===== config.mk =====
export PLATFORM = sky130hd
export DESIGN_NAME = axis_following_error_monitor_unit
export DESIGN_NICKNAME = d
export VERILOG_FILES = /design/src/sv/afem_pkg.sv /design/src/sv/afem_div.sv /design/src/sv/axis_following_error_monitor_unit.sv
export SDC_FILE = /design/constraint.sdc
export NUM_CORES = 2
export LEC_CHECK = 0
export ABC_CLOCK_PERIOD_IN_PS = 14300
export BUFFER_PORTS_ARGS = -buffer_cell sky130_fd_sc_hd__buf_2
export CAP_MARGIN = 15
export CORE_MARGIN = 10
export CORE_UTILIZATION = 68
export CTS_CLUSTER_DIAMETER = 80
export DETAILED_ROUTE_END_ITERATION = 6
export HOLD_SLACK_MARGIN = 0.06
export PLACE_DENSITY_LB_ADDON = 0.1
export SKIP_CTS_REPAIR_TIMING = 1
export SYNTH_ARGS = -nofsm -noshare
export SYNTH_HDL_FRONTEND = slang
export SYNTH_SLANG_ARGS = --single-unit

===== constraint.sdc =====
create_clock -name clk_i -period 14.3 [get_ports clk_i]
set_input_delay 2.86 -clock clk_i [delete_from_list [all_inputs] [get_ports clk_i]]
set_output_delay 2.86 -clock clk_i [all_outputs]
set_load 0.02 [all_outputs]

===== src/sv/afem_pkg.sv =====
// Shared types, constants and helpers for the axis following-error monitor.
package afem_pkg;

  localparam int unsigned MaxAxes   = 4;
  localparam int unsigned AxisW     = 2;
  localparam int unsigned DataW     = 32;
  localparam int unsigned ThreshW   = 31;
  localparam int unsigned CfgIdxW   = 3;
  localparam int unsigned QuotW     = 31;
  localparam int unsigned MagW      = 32;
  localparam int unsigned UmW       = 10;
  localparam int unsigned ProdW     = MagW + UmW;
  // Low bits of the scaled dividend that stay below the quotient window
  localparam int unsigned FracW     = 16;
  localparam int unsigned SplitW    = QuotW - FracW;

  localparam logic [UmW-1:0]     UmPerMm      = UmW'(1000);
  localparam logic [QuotW-1:0]   ErrLimit     = {QuotW{1'b1}};
  localparam logic [ThreshW-1:0] ThreshReset  = ThreshW'(100000);
  localparam logic [DataW-1:0]   TimeoutReset = DataW'(2000);

  typedef enum logic [CfgIdxW-1:0] {
    CFG_FEEDBACK_ENABLE = 3'd0,
    CFG_ERROR_THRESHOLD = 3'd1,
    CFG_SILENCE_TIMEOUT = 3'd2,
    CFG_SCALE_AXIS0     = 3'd3,
    CFG_SCALE_AXIS1     = 3'd4,
    CFG_SCALE_AXIS2     = 3'd5,
    CFG_SCALE_AXIS3     = 3'd6
  } cfg_idx_e;

  typedef enum logic {
    OP_SAMPLE = 1'b0,
    OP_CLEAR  = 1'b1
  } op_e;

  typedef enum logic [2:0] {
    ST_IDLE,
    ST_DIFF,
    ST_MUL,
    ST_CHK,
    ST_DIV,
    ST_UPD
  } afem_state_e;

  // Request into the shared divider
  typedef struct packed {
    logic             start;
    logic [DataW-1:0] rem;
    logic [QuotW-1:0] low;
    logic [DataW-1:0] divisor;
  } div_req_t;

  // Response from the shared divider
  typedef struct packed {
    logic             done;
    logic [QuotW-1:0] quot;
  } div_rsp_t;

  // Magnitude of a signed word (never sees the most negative value here)
  function automatic logic [DataW-1:0] abs32(input logic [DataW-1:0] v);
    abs32 = v[DataW-1] ? (~v + DataW'(1)) : v;
  endfunction

endpackage


===== src/sv/afem_div.sv =====
// Restoring divider, one quotient bit per cycle, shared by all axes.
module afem_div import afem_pkg::*; (
  input  logic     clk_i,
  input  logic     rst_ni,
  input  div_req_t req_i,
  output div_rsp_t rsp_o
);

  localparam int unsigned CntW = $clog2(QuotW);
  localparam logic [CntW-1:0] LastStep = CntW'(QuotW - 1);

  logic             busy_q, busy_d;
  logic             done_q, done_d;
  logic [CntW-1:0]  cnt_q, cnt_d;
  logic [DataW-1:0] rem_q, rem_d;
  logic [QuotW-1:0] low_q, low_d;
  logic [QuotW-1:0] quot_q, quot_d;
  logic [DataW-1:0] div_q, div_d;
  logic [DataW:0]   trial;
  logic [DataW:0]   diff;
  logic             ge;

  // One trial subtract per cycle
  assign trial = {rem_q, low_q[QuotW-1]};
  assign diff  = trial - {1'b0, div_q};
  assign ge    = trial >= {1'b0, div_q};

  always_comb begin
    busy_d = busy_q;
    done_d = 1'b0;
    cnt_d  = cnt_q;
    rem_d  = rem_q;
    low_d  = low_q;
    quot_d = quot_q;
    div_d  = div_q;
    if (req_i.start) begin
      busy_d = 1'b1;
      cnt_d  = '0;
      rem_d  = req_i.rem;
      low_d  = req_i.low;
      div_d  = req_i.divisor;
      quot_d = '0;
    end else if (busy_q) begin
      rem_d  = ge ? diff[DataW-1:0] : trial[DataW-1:0];
      low_d  = {low_q[QuotW-2:0], 1'b0};
      quot_d = {quot_q[QuotW-2:0], ge};
      cnt_d  = cnt_q + CntW'(1);
      if (cnt_q == LastStep) begin
        busy_d = 1'b0;
        done_d = 1'b1;
      end
    end
  end

  // Control state
  always_ff @(posedge clk_i or negedge rst_ni) begin
    if (!rst_ni) begin
      busy_q <= 1'b0;
      done_q <= 1'b0;
      cnt_q  <= '0;
    end else begin
      busy_q <= busy_d;
      done_q <= done_d;
      cnt_q  <= cnt_d;
    end
  end

  // Datapath
  always_ff @(posedge clk_i) begin
    rem_q  <= rem_d;
    low_q  <= low_d;
    quot_q <= quot_d;
    div_q  <= div_d;
  end

  assign rsp_o.done = done_q;
  assign rsp_o.quot = quot_q;

endmodule


===== src/sv/axis_following_error_monitor_unit.sv =====
// Top level: per-axis following-error monitor with drift and silence alarms.
// Each beat carries one sample (or a clear request) for one axis and yields
// one result beat. A sample that needs a unit conversion runs, from
// acceptance until the block is ready again, through the operand difference,
// the constant multiply by 1000, a range check, the shared
// one-bit-per-cycle restoring divider, whose quotient is taken on its done
// pulse, and the state update. Clear requests, stale or disabled samples and
// beats for an absent axis skip the conversion; zero-scale and saturated
// conversions skip the divider. The next beat is taken while the previous
// result still waits in the output register; the update of the following
// beat holds until that result is taken. Configuration takes effect on
// the cycle after the write.
module axis_following_error_monitor_unit import afem_pkg::*; #(
  parameter int unsigned NUM_AXES = MaxAxes
) (
  input  logic               clk_i,
  input  logic               rst_ni,
  // configuration
  input  logic               cfg_we_i,
  input  logic [CfgIdxW-1:0] cfg_index_i,
  input  logic [DataW-1:0]   cfg_wdata_i,
  // input beats
  input  logic               in_valid_i,
  output logic               in_ready_o,
  input  logic               operation_i,
  input  logic [AxisW-1:0]   axis_i,
  input  logic               stale_i,
  input  logic               moving_i,
  input  logic [DataW-1:0]   encoder_position_i,
  input  logic [DataW-1:0]   target_position_i,
  input  logic [DataW-1:0]   commanded_position_i,
  input  logic [DataW-1:0]   now_ms_i,
  // result beats
  output logic               out_valid_o,
  input  logic               out_ready_i,
  output logic               sample_valid_o,
  output logic [DataW-1:0]   position_error_um_o,
  output logic [DataW-1:0]   peak_error_um_o,
  output logic               drift_active_o,
  output logic [DataW-1:0]   drift_count_o,
  output logic [DataW-1:0]   drift_duration_ms_o,
  output logic               drift_raised_o,
  output logic               silence_raised_o,
  output logic               watchdog_alarm_o
);

  localparam int unsigned AxW = (NUM_AXES > 1) ? $clog2(NUM_AXES) : 1;
  localparam logic [AxisW:0] NumAxesL = (AxisW + 1)'(NUM_AXES);

  // ---------------------------------------------------------------- config
  logic               fb_en_q;
  logic [ThreshW-1:0] thresh_q;
  logic [DataW-1:0]   timeout_q;
  logic [DataW-1:0]   scale_q [MaxAxes];
  logic [AxisW-1:0]   cfg_scale_idx;

  assign cfg_scale_idx = AxisW'(cfg_index_i - CFG_SCALE_AXIS0);

  always_ff @(posedge clk_i or negedge rst_ni) begin
    if (!rst_ni) begin
      fb_en_q   <= 1'b0;
      thresh_q  <= ThreshReset;
      timeout_q <= TimeoutReset;
      for (int i = 0; i < MaxAxes; i++) begin
        scale_q[i] <= '0;
      end
    end else if (cfg_we_i) begin
      unique case (cfg_idx_e'(cfg_index_i))
        CFG_FEEDBACK_ENABLE: fb_en_q   <= cfg_wdata_i[0];
        CFG_ERROR_THRESHOLD: thresh_q  <= cfg_wdata_i[ThreshW-1:0];
        CFG_SILENCE_TIMEOUT: timeout_q <= cfg_wdata_i;
        CFG_SCALE_AXIS0, CFG_SCALE_AXIS1, CFG_SCALE_AXIS2, CFG_SCALE_AXIS3:
          scale_q[cfg_scale_idx] <= cfg_wdata_i;
        default: ;
      endcase
    end
  end

  // ---------------------------------------------------------- captured beat
  op_e              op_q;
  logic [AxisW-1:0] axis_q;
  logic             stale_q, moving_q;
  logic [DataW-1:0] enc_q, tgt_q, cmd_q, now_q;
  logic             in_fire;

  assign in_fire = in_valid_i && in_ready_o;

  always_ff @(posedge clk_i) begin
    if (in_fire) begin
      op_q     <= op_e'(operation_i);
      axis_q   <= axis_i;
      stale_q  <= stale_i;
      moving_q <= moving_i;
      enc_q    <= encoder_position_i;
      tgt_q    <= target_position_i;
      cmd_q    <= commanded_position_i;
      now_q    <= now_ms_i;
    end
  end

  logic             axis_ok;
  logic [AxW-1:0]   aidx;
  logic             need_conv;
  logic [DataW-1:0] scale_sel;

  assign axis_ok   = {1'b0, axis_q} < NumAxesL;
  assign aidx      = axis_q[AxW-1:0];
  assign need_conv = axis_ok && (op_q == OP_SAMPLE) && fb_en_q && !stale_q;
  assign scale_sel = scale_q[axis_q];

  // ---------------------------------------------------------- conversion path
  logic [DataW:0]   diff_w;
  logic [DataW:0]   diff_abs;
  logic             neg_q;
  logic [MagW-1:0]  mag_q;
  logic [ProdW-1:0] prod_q;
  logic             ovf;
  logic [DataW-1:0] err_q, err_d;
  logic             err_load;
  logic [QuotW-1:0] quot_sel;

  // Exact 33-bit difference against the reference for the motion state
  assign diff_w   = {enc_q[DataW-1], enc_q}
                  - (moving_q ? {cmd_q[DataW-1], cmd_q} : {tgt_q[DataW-1], tgt_q});
  assign diff_abs = diff_w[DataW] ? (~diff_w + (DataW + 1)'(1)) : diff_w;

  // Quotient would reach 2^31: mag*1000*2^16 >= scale*2^31
  assign ovf = {5'b0, prod_q} >= {scale_sel, 15'b0};

  div_req_t div_req;
  div_rsp_t div_rsp;

  afem_div u_div (
    .clk_i  (clk_i),
    .rst_ni (rst_ni),
    .req_i  (div_req),
    .rsp_o  (div_rsp)
  );

  // ---------------------------------------------------------- sequencer
  afem_state_e state_q, state_d;
  logic        out_valid_q;
  logic        upd_fire;

  assign upd_fire = (state_q == ST_UPD) && (!out_valid_q || out_ready_i);

  // Next state
  always_comb begin
    state_d = state_q;
    unique case (state_q)
      ST_IDLE: if (in_fire) state_d = ST_DIFF;
      ST_DIFF: state_d = need_conv ? ST_MUL : ST_UPD;
      ST_MUL:  state_d = ST_CHK;
      ST_CHK:  state_d = ((scale_sel == '0) || ovf) ? ST_UPD : ST_DIV;
      ST_DIV:  if (div_rsp.done) state_d = ST_UPD;
      ST_UPD:  if (upd_fire) state_d = ST_IDLE;
      default: state_d = ST_IDLE;
    endcase
  end

  // Sequencer outputs
  always_comb begin
    in_ready_o      = 1'b0;
    div_req.start   = 1'b0;
    div_req.rem     = DataW'(prod_q[ProdW-1:SplitW]);
    div_req.low     = {prod_q[SplitW-1:0], FracW'(0)};
    div_req.divisor = scale_sel;
    err_load        = 1'b0;
    quot_sel        = div_rsp.quot;
    unique case (state_q)
      ST_IDLE: in_ready_o = 1'b1;
      ST_CHK: begin
        if (scale_sel == '0) begin
          err_load = 1'b1;
          quot_sel = '0;
        end else if (ovf) begin
          err_load = 1'b1;
          quot_sel = ErrLimit;
        end else begin
          div_req.start = 1'b1;
        end
      end
      ST_DIV: err_load = div_rsp.done;
      default: ;
    endcase
  end

  // Apply the sign to the unsigned quotient
  assign err_d = neg_q ? (~{1'b0, quot_sel} + DataW'(1)) : {1'b0, quot_sel};

  always_ff @(posedge clk_i or negedge rst_ni) begin
    if (!rst_ni) begin
      state_q <= ST_IDLE;
    end else begin
      state_q <= state_d;
    end
  end

  always_ff @(posedge clk_i) begin
    if (state_q == ST_DIFF) begin
      neg_q <= diff_w[DataW];
      mag_q <= diff_abs[MagW-1:0];
    end
    if (state_q == ST_MUL) begin
      prod_q <= mag_q * UmPerMm;
    end
    if (err_load) begin
      err_q <= err_d;
    end
  end

  // ---------------------------------------------------------- per-axis record
  logic [DataW-1:0] cur_err_q   [NUM_AXES];
  logic [DataW-1:0] peak_q      [NUM_AXES];
  logic             drift_q     [NUM_AXES];
  logic [DataW-1:0] onsets_q    [NUM_AXES];
  logic [DataW-1:0] start_q     [NUM_AXES];
  logic [DataW-1:0] last_enc_q  [NUM_AXES];
  logic [DataW-1:0] last_chg_q  [NUM_AXES];
  logic             silence_q   [NUM_AXES];

  logic [DataW-1:0] nx_cur, nx_peak, nx_onsets, nx_start, nx_last_enc, nx_last_chg;
  logic             nx_drift, nx_silence;
  logic             r_valid, r_draise, r_sraise;
  logic             silence_due;
  logic [DataW-1:0] err_mag;

  assign silence_due = (now_q - last_chg_q[aidx]) > timeout_q;
  assign err_mag     = abs32(err_q);

  // Record update for the addressed axis
  always_comb begin
    nx_cur      = cur_err_q[aidx];
    nx_peak     = peak_q[aidx];
    nx_drift    = drift_q[aidx];
    nx_onsets   = onsets_q[aidx];
    nx_start    = start_q[aidx];
    nx_last_enc = last_enc_q[aidx];
    nx_last_chg = last_chg_q[aidx];
    nx_silence  = silence_q[aidx];
    r_valid     = 1'b1;
    r_draise    = 1'b0;
    r_sraise    = 1'b0;
    if (op_q == OP_CLEAR) begin
      nx_cur   = '0;
      nx_peak  = '0;
      nx_drift = 1'b0;
      nx_start = '0;
    end else if (fb_en_q) begin
      if (stale_q) begin
        r_valid = 1'b0;
        if (moving_q && silence_due && !silence_q[aidx]) begin
          nx_silence = 1'b1;
          r_sraise   = 1'b1;
        end
      end else begin
        nx_cur = err_q;
        if (err_mag > abs32(peak_q[aidx])) nx_peak = err_q;
        // drift alarm against the threshold
        if (err_mag > {1'b0, thresh_q}) begin
          if (!drift_q[aidx]) begin
            nx_drift  = 1'b1;
            nx_start  = now_q;
            nx_onsets = onsets_q[aidx] + DataW'(1);
            r_draise  = 1'b1;
          end
        end else if (drift_q[aidx]) begin
          nx_drift = 1'b0;
          nx_start = '0;
        end
        // encoder silence watchdog
        if (moving_q && (enc_q == last_enc_q[aidx])) begin
          if (silence_due && !silence_q[aidx]) begin
            nx_silence = 1'b1;
            r_sraise   = 1'b1;
          end
        end else begin
          nx_last_enc = enc_q;
          nx_last_chg = now_q;
          nx_silence  = 1'b0;
        end
      end
    end
  end

  always_ff @(posedge clk_i or negedge rst_ni) begin
    if (!rst_ni) begin
      for (int i = 0; i < NUM_AXES; i++) begin
        cur_err_q[i]  <= '0;
        peak_q[i]     <= '0;
        drift_q[i]    <= 1'b0;
        onsets_q[i]   <= '0;
        start_q[i]    <= '0;
        last_enc_q[i] <= '0;
        last_chg_q[i] <= '0;
        silence_q[i]  <= 1'b0;
      end
    end else if (upd_fire && axis_ok) begin
      cur_err_q[aidx]  <= nx_cur;
      peak_q[aidx]     <= nx_peak;
      drift_q[aidx]    <= nx_drift;
      onsets_q[aidx]   <= nx_onsets;
      start_q[aidx]    <= nx_start;
      last_enc_q[aidx] <= nx_last_enc;
      last_chg_q[aidx] <= nx_last_chg;
      silence_q[aidx]  <= nx_silence;
    end
  end

  // ---------------------------------------------------------- result register
  always_ff @(posedge clk_i or negedge rst_ni) begin
    if (!rst_ni) begin
      out_valid_q <= 1'b0;
    end else if (upd_fire) begin
      out_valid_q <= 1'b1;
    end else if (out_ready_i) begin
      out_valid_q <= 1'b0;
    end
  end

  always_ff @(posedge clk_i) begin
    if (upd_fire) begin
      if (axis_ok) begin
        sample_valid_o      <= r_valid;
        position_error_um_o <= nx_cur;
        peak_error_um_o     <= nx_peak;
        drift_active_o      <= nx_drift;
        drift_count_o       <= nx_onsets;
        drift_duration_ms_o <= nx_drift ? (now_q - nx_start) : '0;
        drift_raised_o      <= r_draise;
        silence_raised_o    <= r_sraise;
        watchdog_alarm_o    <= nx_silence;
      end else begin
        sample_valid_o      <= 1'b1;
        position_error_um_o <= '0;
        peak_error_um_o     <= '0;
        drift_active_o      <= 1'b0;
        drift_count_o       <= '0;
        drift_duration_ms_o <= '0;
        drift_raised_o      <= 1'b0;
        silence_raised_o    <= 1'b0;
        watchdog_alarm_o    <= 1'b0;
      end
    end
  end

  assign out_valid_o = out_valid_q;

endmodule

* Word-level counts from Yosys, hierarchy flattened *
Cells that the tools add are included.

storage, ports and cells
  bits in registers = 1459
  bits of input ports = 173
  output and inout port bits = 135
  word-level logic and storage cells = 266

operators by class
  add/subtract/negate cells = 11
  multipliers = 1
  order comparisons = 9
  equality and inequality tests = 16
  muxes and demuxes = 120
  bitwise operators = 9
  reductions and logical operators = 28

operators with widths
  cell                                                                   number
  32-bit 2-to-1 mux                                                      46
  128-bit bitwise mux                                                    7
  32-bit binary-select mux with 2-bit select                             7
  31-bit 2-to-1 mux                                                      6
  32-bit by 1-bit adder with 32-bit output (second input constant)       5
  32-bit demux with 2-bit select                                         2
  32-bit inverter                                                        3
  32-bit subtractor                                                      3
  32-bit greater-than comparator                                         2
  27-bit 2-to-1 mux                                                      2
  42-bit by 47-bit greater-or-equal comparator with 1-bit output         1
  32-bit by 7-bit multiplier with 39-bit output (second input constant)  1
  1-bit 2-to-1 mux                                                       36
  33-bit by 32-bit greater-or-equal comparator with 1-bit output         1
  33-bit 2-to-1 mux                                                      1
  33-bit subtractor                                                      1
  32-bit == test                                                         1
  32-bit by 31-bit greater-than comparator with 1-bit output             1
  32-bit logical NOT                                                     1
  31-bit inverter with 32-bit output                                     1
  3-bit one-hot mux with 6 select lines                                  1
  3-bit == test (second input constant)                                  5
  3-bit by 2-bit == test with 1-bit output (second input constant)       4
  3-bit 2-to-1 mux                                                       4
  24 further kinds                                                       52

* Depth between registers and ports, before layout *
  depth after elaboration = 13
  depth in mapped cells = 36
  depth with buffers taken out = 34

* Hierarchy *
From an unflattened synthesis, not the netlist that was laid out.

second synthesis, totals
  cell total of the unflattened synthesis = 7350
  area total of the unflattened synthesis = 79455.0 um^2

by module, submodules not included
  module                             instances  cells each  area an instance (um^2)  seq. area each (um^2)
  axis_following_error_monitor_unit  1          6650        72034.1                  35449.0
  afem_div                           1          700         7420.9                   3648.5

* Least setup slack after synthesis *
Ideal clock, no wire load.

  path kind = register to register
  start = register err_q[3]
  end = register drift_duration_ms_o[30] (data pin)
  library setup time = 0.257 ns
  arrival time = 7.873 ns
  required time = 14.043 ns
  slack = 6.170 ns
  cell stages (with the launch flop) = 35
  path buffers = 1
  clock period less this slack = 8.130 ns
  cell sequence = edfxtp_1 or3_1 or3b_2 or4_1 or4_1 or3_1 or2_2 o31ai_1 xnor2_1 ha_1 and4_1 nand4_1 nor3_1 and3_1 o21a_1 o41a_2 o31ai_1 and2_4 buf_6 a21oi_2 inv_1 ha_1 inv_1 fa_1 a21oi_1 o21bai_1 a2111oi_0 nor4_1 o21ai_0 o21ai_0 a31oi_1 a21oi_1 nor2_1 xor2_1 nor2_1

on the way
  longest elaborated chain between the ends = 9
  elaborated cells on any way between the ends = 13
  those cells by class = add/sub (2); order compare (1); mux (9); bitwise (1)

ends and longest elaborated chain
  what                                                          line                                      source
  start: declaration                                            axis_following_error_monitor_unit.sv:118  logic [DataW-1:0] err_q, err_d;
  start signal: assignment                                      axis_following_error_monitor_unit.sv:208  err_q <= err_d;
  32-bit inverter                                               afem_pkg.sv:62                            abs32 = v[DataW-1] ? (~v + DataW'(1)) : v;
  32-bit by 1-bit adder with 32-bit output                      afem_pkg.sv:62
  32-bit 2-to-1 mux *                                           afem_pkg.sv:62
  32-bit by 31-bit greater-than comparator with 1-bit output *  axis_following_error_monitor_unit.sv:260  if (err_mag > {1'b0, thresh_q}) begin
  32-bit 2-to-1 mux *                                           axis_following_error_monitor_unit.sv:260
  32-bit 2-to-1 mux *                                           axis_following_error_monitor_unit.sv:250  if (stale_q) begin
  32-bit 2-to-1 mux *                                           axis_following_error_monitor_unit.sv:249  end else if (fb_en_q) begin
  32-bit 2-to-1 mux *                                           axis_following_error_monitor_unit.sv:244  if (op_q == OP_CLEAR) begin
  via nx_start[0]                                               axis_following_error_monitor_unit.sv:222  logic [DataW-1:0] nx_cur, nx_peak, nx_onsets, nx_start, nx_last_enc, nx_last_chg;
  32-bit subtractor *                                           axis_following_error_monitor_unit.sv:329  drift_duration_ms_o <= nx_drift ? (now_q - nx_start) : '0;
  end signal: assignment                                        axis_following_error_monitor_unit.sv:329
  end: declaration                                              axis_following_error_monitor_unit.sv:41   output logic [DataW-1:0] drift_duration_ms_o,

The timed path passes the listed nets; every way through them passes the cells marked *.
A chain may end at the register's enable or synchronous reset.

* Worst setup path in the final report *
Ends and elaborated chain as after synthesis.

==> results.sh <==
export IMPL_start_util=0.687
export IMPL_path_clk_slew_ns=0.06
export IMPL_cpMaxStageDelayCell="a2111oi_0"
export IMPL_ys_seq_area_frac=0.496
export IMPL_synthesis_nets=7858
export IMPL_grt_max_degree=195
export IMPL_power_density_nw_per_um2=104
export IMPL_cp_end_kind="register"
export IMPL_report_final_setup_viol=0
export IMPL_grt_antenna_before_repair=9
export IMPL_placed_area_sq_um=80400
export IMPL_leakage_uw=0.0372
export IMPL_die_x_microns=358
export IMPL_fin_ws_ns=4.34
export IMPL_status="finished, final reports clean"
export IMPL_fmax_ghz=0.100
export IMPL_coreArea_sq_um=113000
export IMPL_syn_avg_cell_area_sq_um=10.7
export IMPL_cts_inserted_buffers=149
export IMPL_hold_viol_final=0
export IMPL_synth_cell_type_count=88
export IMPL_ys_flop_type="dfrtp_1"
export IMPL_first_iter_violations=6461
export IMPL_antenna_left=0
export IMPL_io_buffers=307
export IMPL_grt_pass1_wl_microns=320000
export IMPL_avgViaCountPerCell=6.31
export IMPL_cts_sinks=1456
export IMPL_max_slew_worst_pin_slew_ns=1.13
export IMPL_worstSetupPathType="register to register"
export IMPL_vias=56800
export IMPL_synth_area_sq_um=77600
export IMPL_path_buf_inv=2
export IMPL_cap_violations=0
export IMPL_async_flop_share=0.672
export IMPL_grt_use_total=0.316
export IMPL_hpwl_microns=139000
export IMPL_clock_latency_ns=0.79
export IMPL_nets=8005
export IMPL_drive_gt1_frac=0.145
export IMPL_hold_path_class="register to register"
export IMPL_wl_per_cell_microns=22.5
export IMPL_die_area_sq_um=128000
export IMPL_ir_drop_mv=0.134
export IMPL_fillCellCount=7595
export IMPL_design_portCount=308
export IMPL_max_stage_delay_ns=0.64
export IMPL_area_delta_synth_final_pct=9.87
export IMPL_worstSetupStartpointType="register"
export IMPL_cts_buffer_depth=3
export IMPL_place_congestion=0.961
export IMPL_whs_ns=0.469
export IMPL_wl_microns=203000
export IMPL_period_share=0.697
export IMPL_cts_tree="yes"
export IMPL_drv_slew=0
export IMPL_skew_ns=0.0272
export IMPL_critPathRequiredTime_ns=14.81
export IMPL_synth_edff_count=441
export IMPL_rsz0062_at_grt="no"
export IMPL_rows=123
export IMPL_synth_seq_cells=1456
export IMPL_overflow=0
export IMPL_die_y_microns=358
export IMPL_final_area_sq_um=85300
export IMPL_path_max_fanout=30
export IMPL_cts_root_buf="clkbuf_16"
export IMPL_grt_pass1_vias=56300
export IMPL_ys_warn_count=0
export IMPL_remaining_drc_errors=0
export IMPL_drt_pass1_iterations=6
export IMPL_tns_ns=0
export IMPL_place_ws_ns=4.60
export IMPL_finalCriticalPeriod_ns=9.96
export IMPL_worstPathArrival_ns=10.47
export IMPL_postSynthCellCount=7223
export IMPL_max_slew_margin=0.246
export IMPL_p_total_uw=8900
export IMPL_critical_path_top_delay_family="simple AND/OR/NAND/NOR gates"
export IMPL_cts_htree_levels=4
-- worst min-delay path: stages (launching register included) --
cell and delay, ns:
dfrtp_1 0.34, nand2_1 0.05, o31ai_1 0.05
-- cells in the mapped netlist, types with 170 or more instances --
cell type     n  area, sq um
a21oi_1     277         1390
clkbuf_1    311         1170
dfrtp_1     967        24200
edfxtp_1    441        13200
ha_1        340         4250
inv_1       413         1550
mux2i_1     170         1700
mux4_2      225         5070
nand2_1    1349         5060
nor2_1      299         1120
o21ai_0     672         3360
xnor2_1     222         1940
-- path summary, 6_finish.rpt --
path,start,end,slack [ns],depth (start not counted)
worst max register to register,err_q[3],drift_duration_ms_o[30],4.34,33
min in group asynchronous,rst_ni,onsets_q[71],2.08,1
worst min-delay path,peak_q[20],peak_q[20],0.47,2
worst max-delay path,err_q[3],drift_duration_ms_o[30],4.34,33
worst min register to register,peak_q[20],peak_q[20],0.47,2
max in group asynchronous,rst_ni,u_div.busy_q,9.85,3
-- flip-flops by register name, summed over array words and instances, names as in the netlist, 12 cells and up --
signal               cells
onsets_q               128
enc_q                   32
peak_error_um_o         32
u_div.low_q             12
u_div.rem_q             32
peak_q                 128
tgt_q                   32
drift_duration_ms_o     32
u_div.div_q             32
err_q                   32
thresh_q                31
cur_err_q              128
mag_q                   32
prod_q                  39
u_div.quot_q            31
last_enc_q             128
start_q                128
position_error_um_o     32
now_q                   32
cmd_q                   32
drift_count_o           32
last_chg_q             128
scale_q                128
timeout_q               32
-- layer usage --
layer	wire (microns)	track usage	vias to the layer above
met3	18500	0.0676	413
met1	83800	0.446	28100
li1	-	-	25800
met4	6230	0.107	6
met5	40	0	-
met2	94300	0.490	2456
-- metrics by stage --
step                cells   util
CTS                  8992  0.755
floorplan            7223      -
global placement     8718  0.711
global route         8994  0.755
detailed placement   8718  0.711
finish               9003  0.755
-- power by group --
group          leakage (uW)  switching (uW)  total [uW]  internal, uW
clock               0.00243            1670        3920          2260
sequential           0.0176            57.3        4470          4410
combinational        0.0172             310         505           195
-- area by class of cell --
cell class	instances	area [sq um]	area share
inverters	415	1570	0.0184
clock inverters	60	559	0.00656
diodes	10	25.0	0.000293
multi-input cells	4971	36200	0.425
repair buffers	377	2200	0.0258
clock buffers	214	4360	0.0511
well taps	1500	1880	0.0220
flip-flops and latches	1456	38500	0.451
-- placed cells by master, fill, tap and decap left out, types with 45 or more instances in the layout --
cell / n
a21o_1: 111
a21oi_1: 277
buf_2: 306
buf_4: 60
clkbuf_16: 156
dfrtp_1: 966
edfxtp_1: 441
fa_1: 122
ha_1: 340
inv_1: 411
mux2_2: 138
mux2i_1: 170
mux4_2: 225
nand2_1: 1347
nand3_1: 45
nand4_1: 63
nor2_1: 295
nor3_1: 89
o21ai_0: 672
o21ai_1: 62
o31ai_1: 166
xnor2_1: 222
xor2_1: 73
-- kinds of logic after synthesis --
family                   Yosys count  synth area share
AO/OA/AOI/OAI                   1574             0.121
adder cells (fa/ha/maj)          462            0.0862
AND/OR/NAND/NOR                 2106             0.117
flip-flops                      1456             0.496
XOR/XNOR                         296            0.0336
multiplexers                     533             0.107
buffers and inverters            796            0.0395
Note: power is estimated with default switching activity, not from simulation.
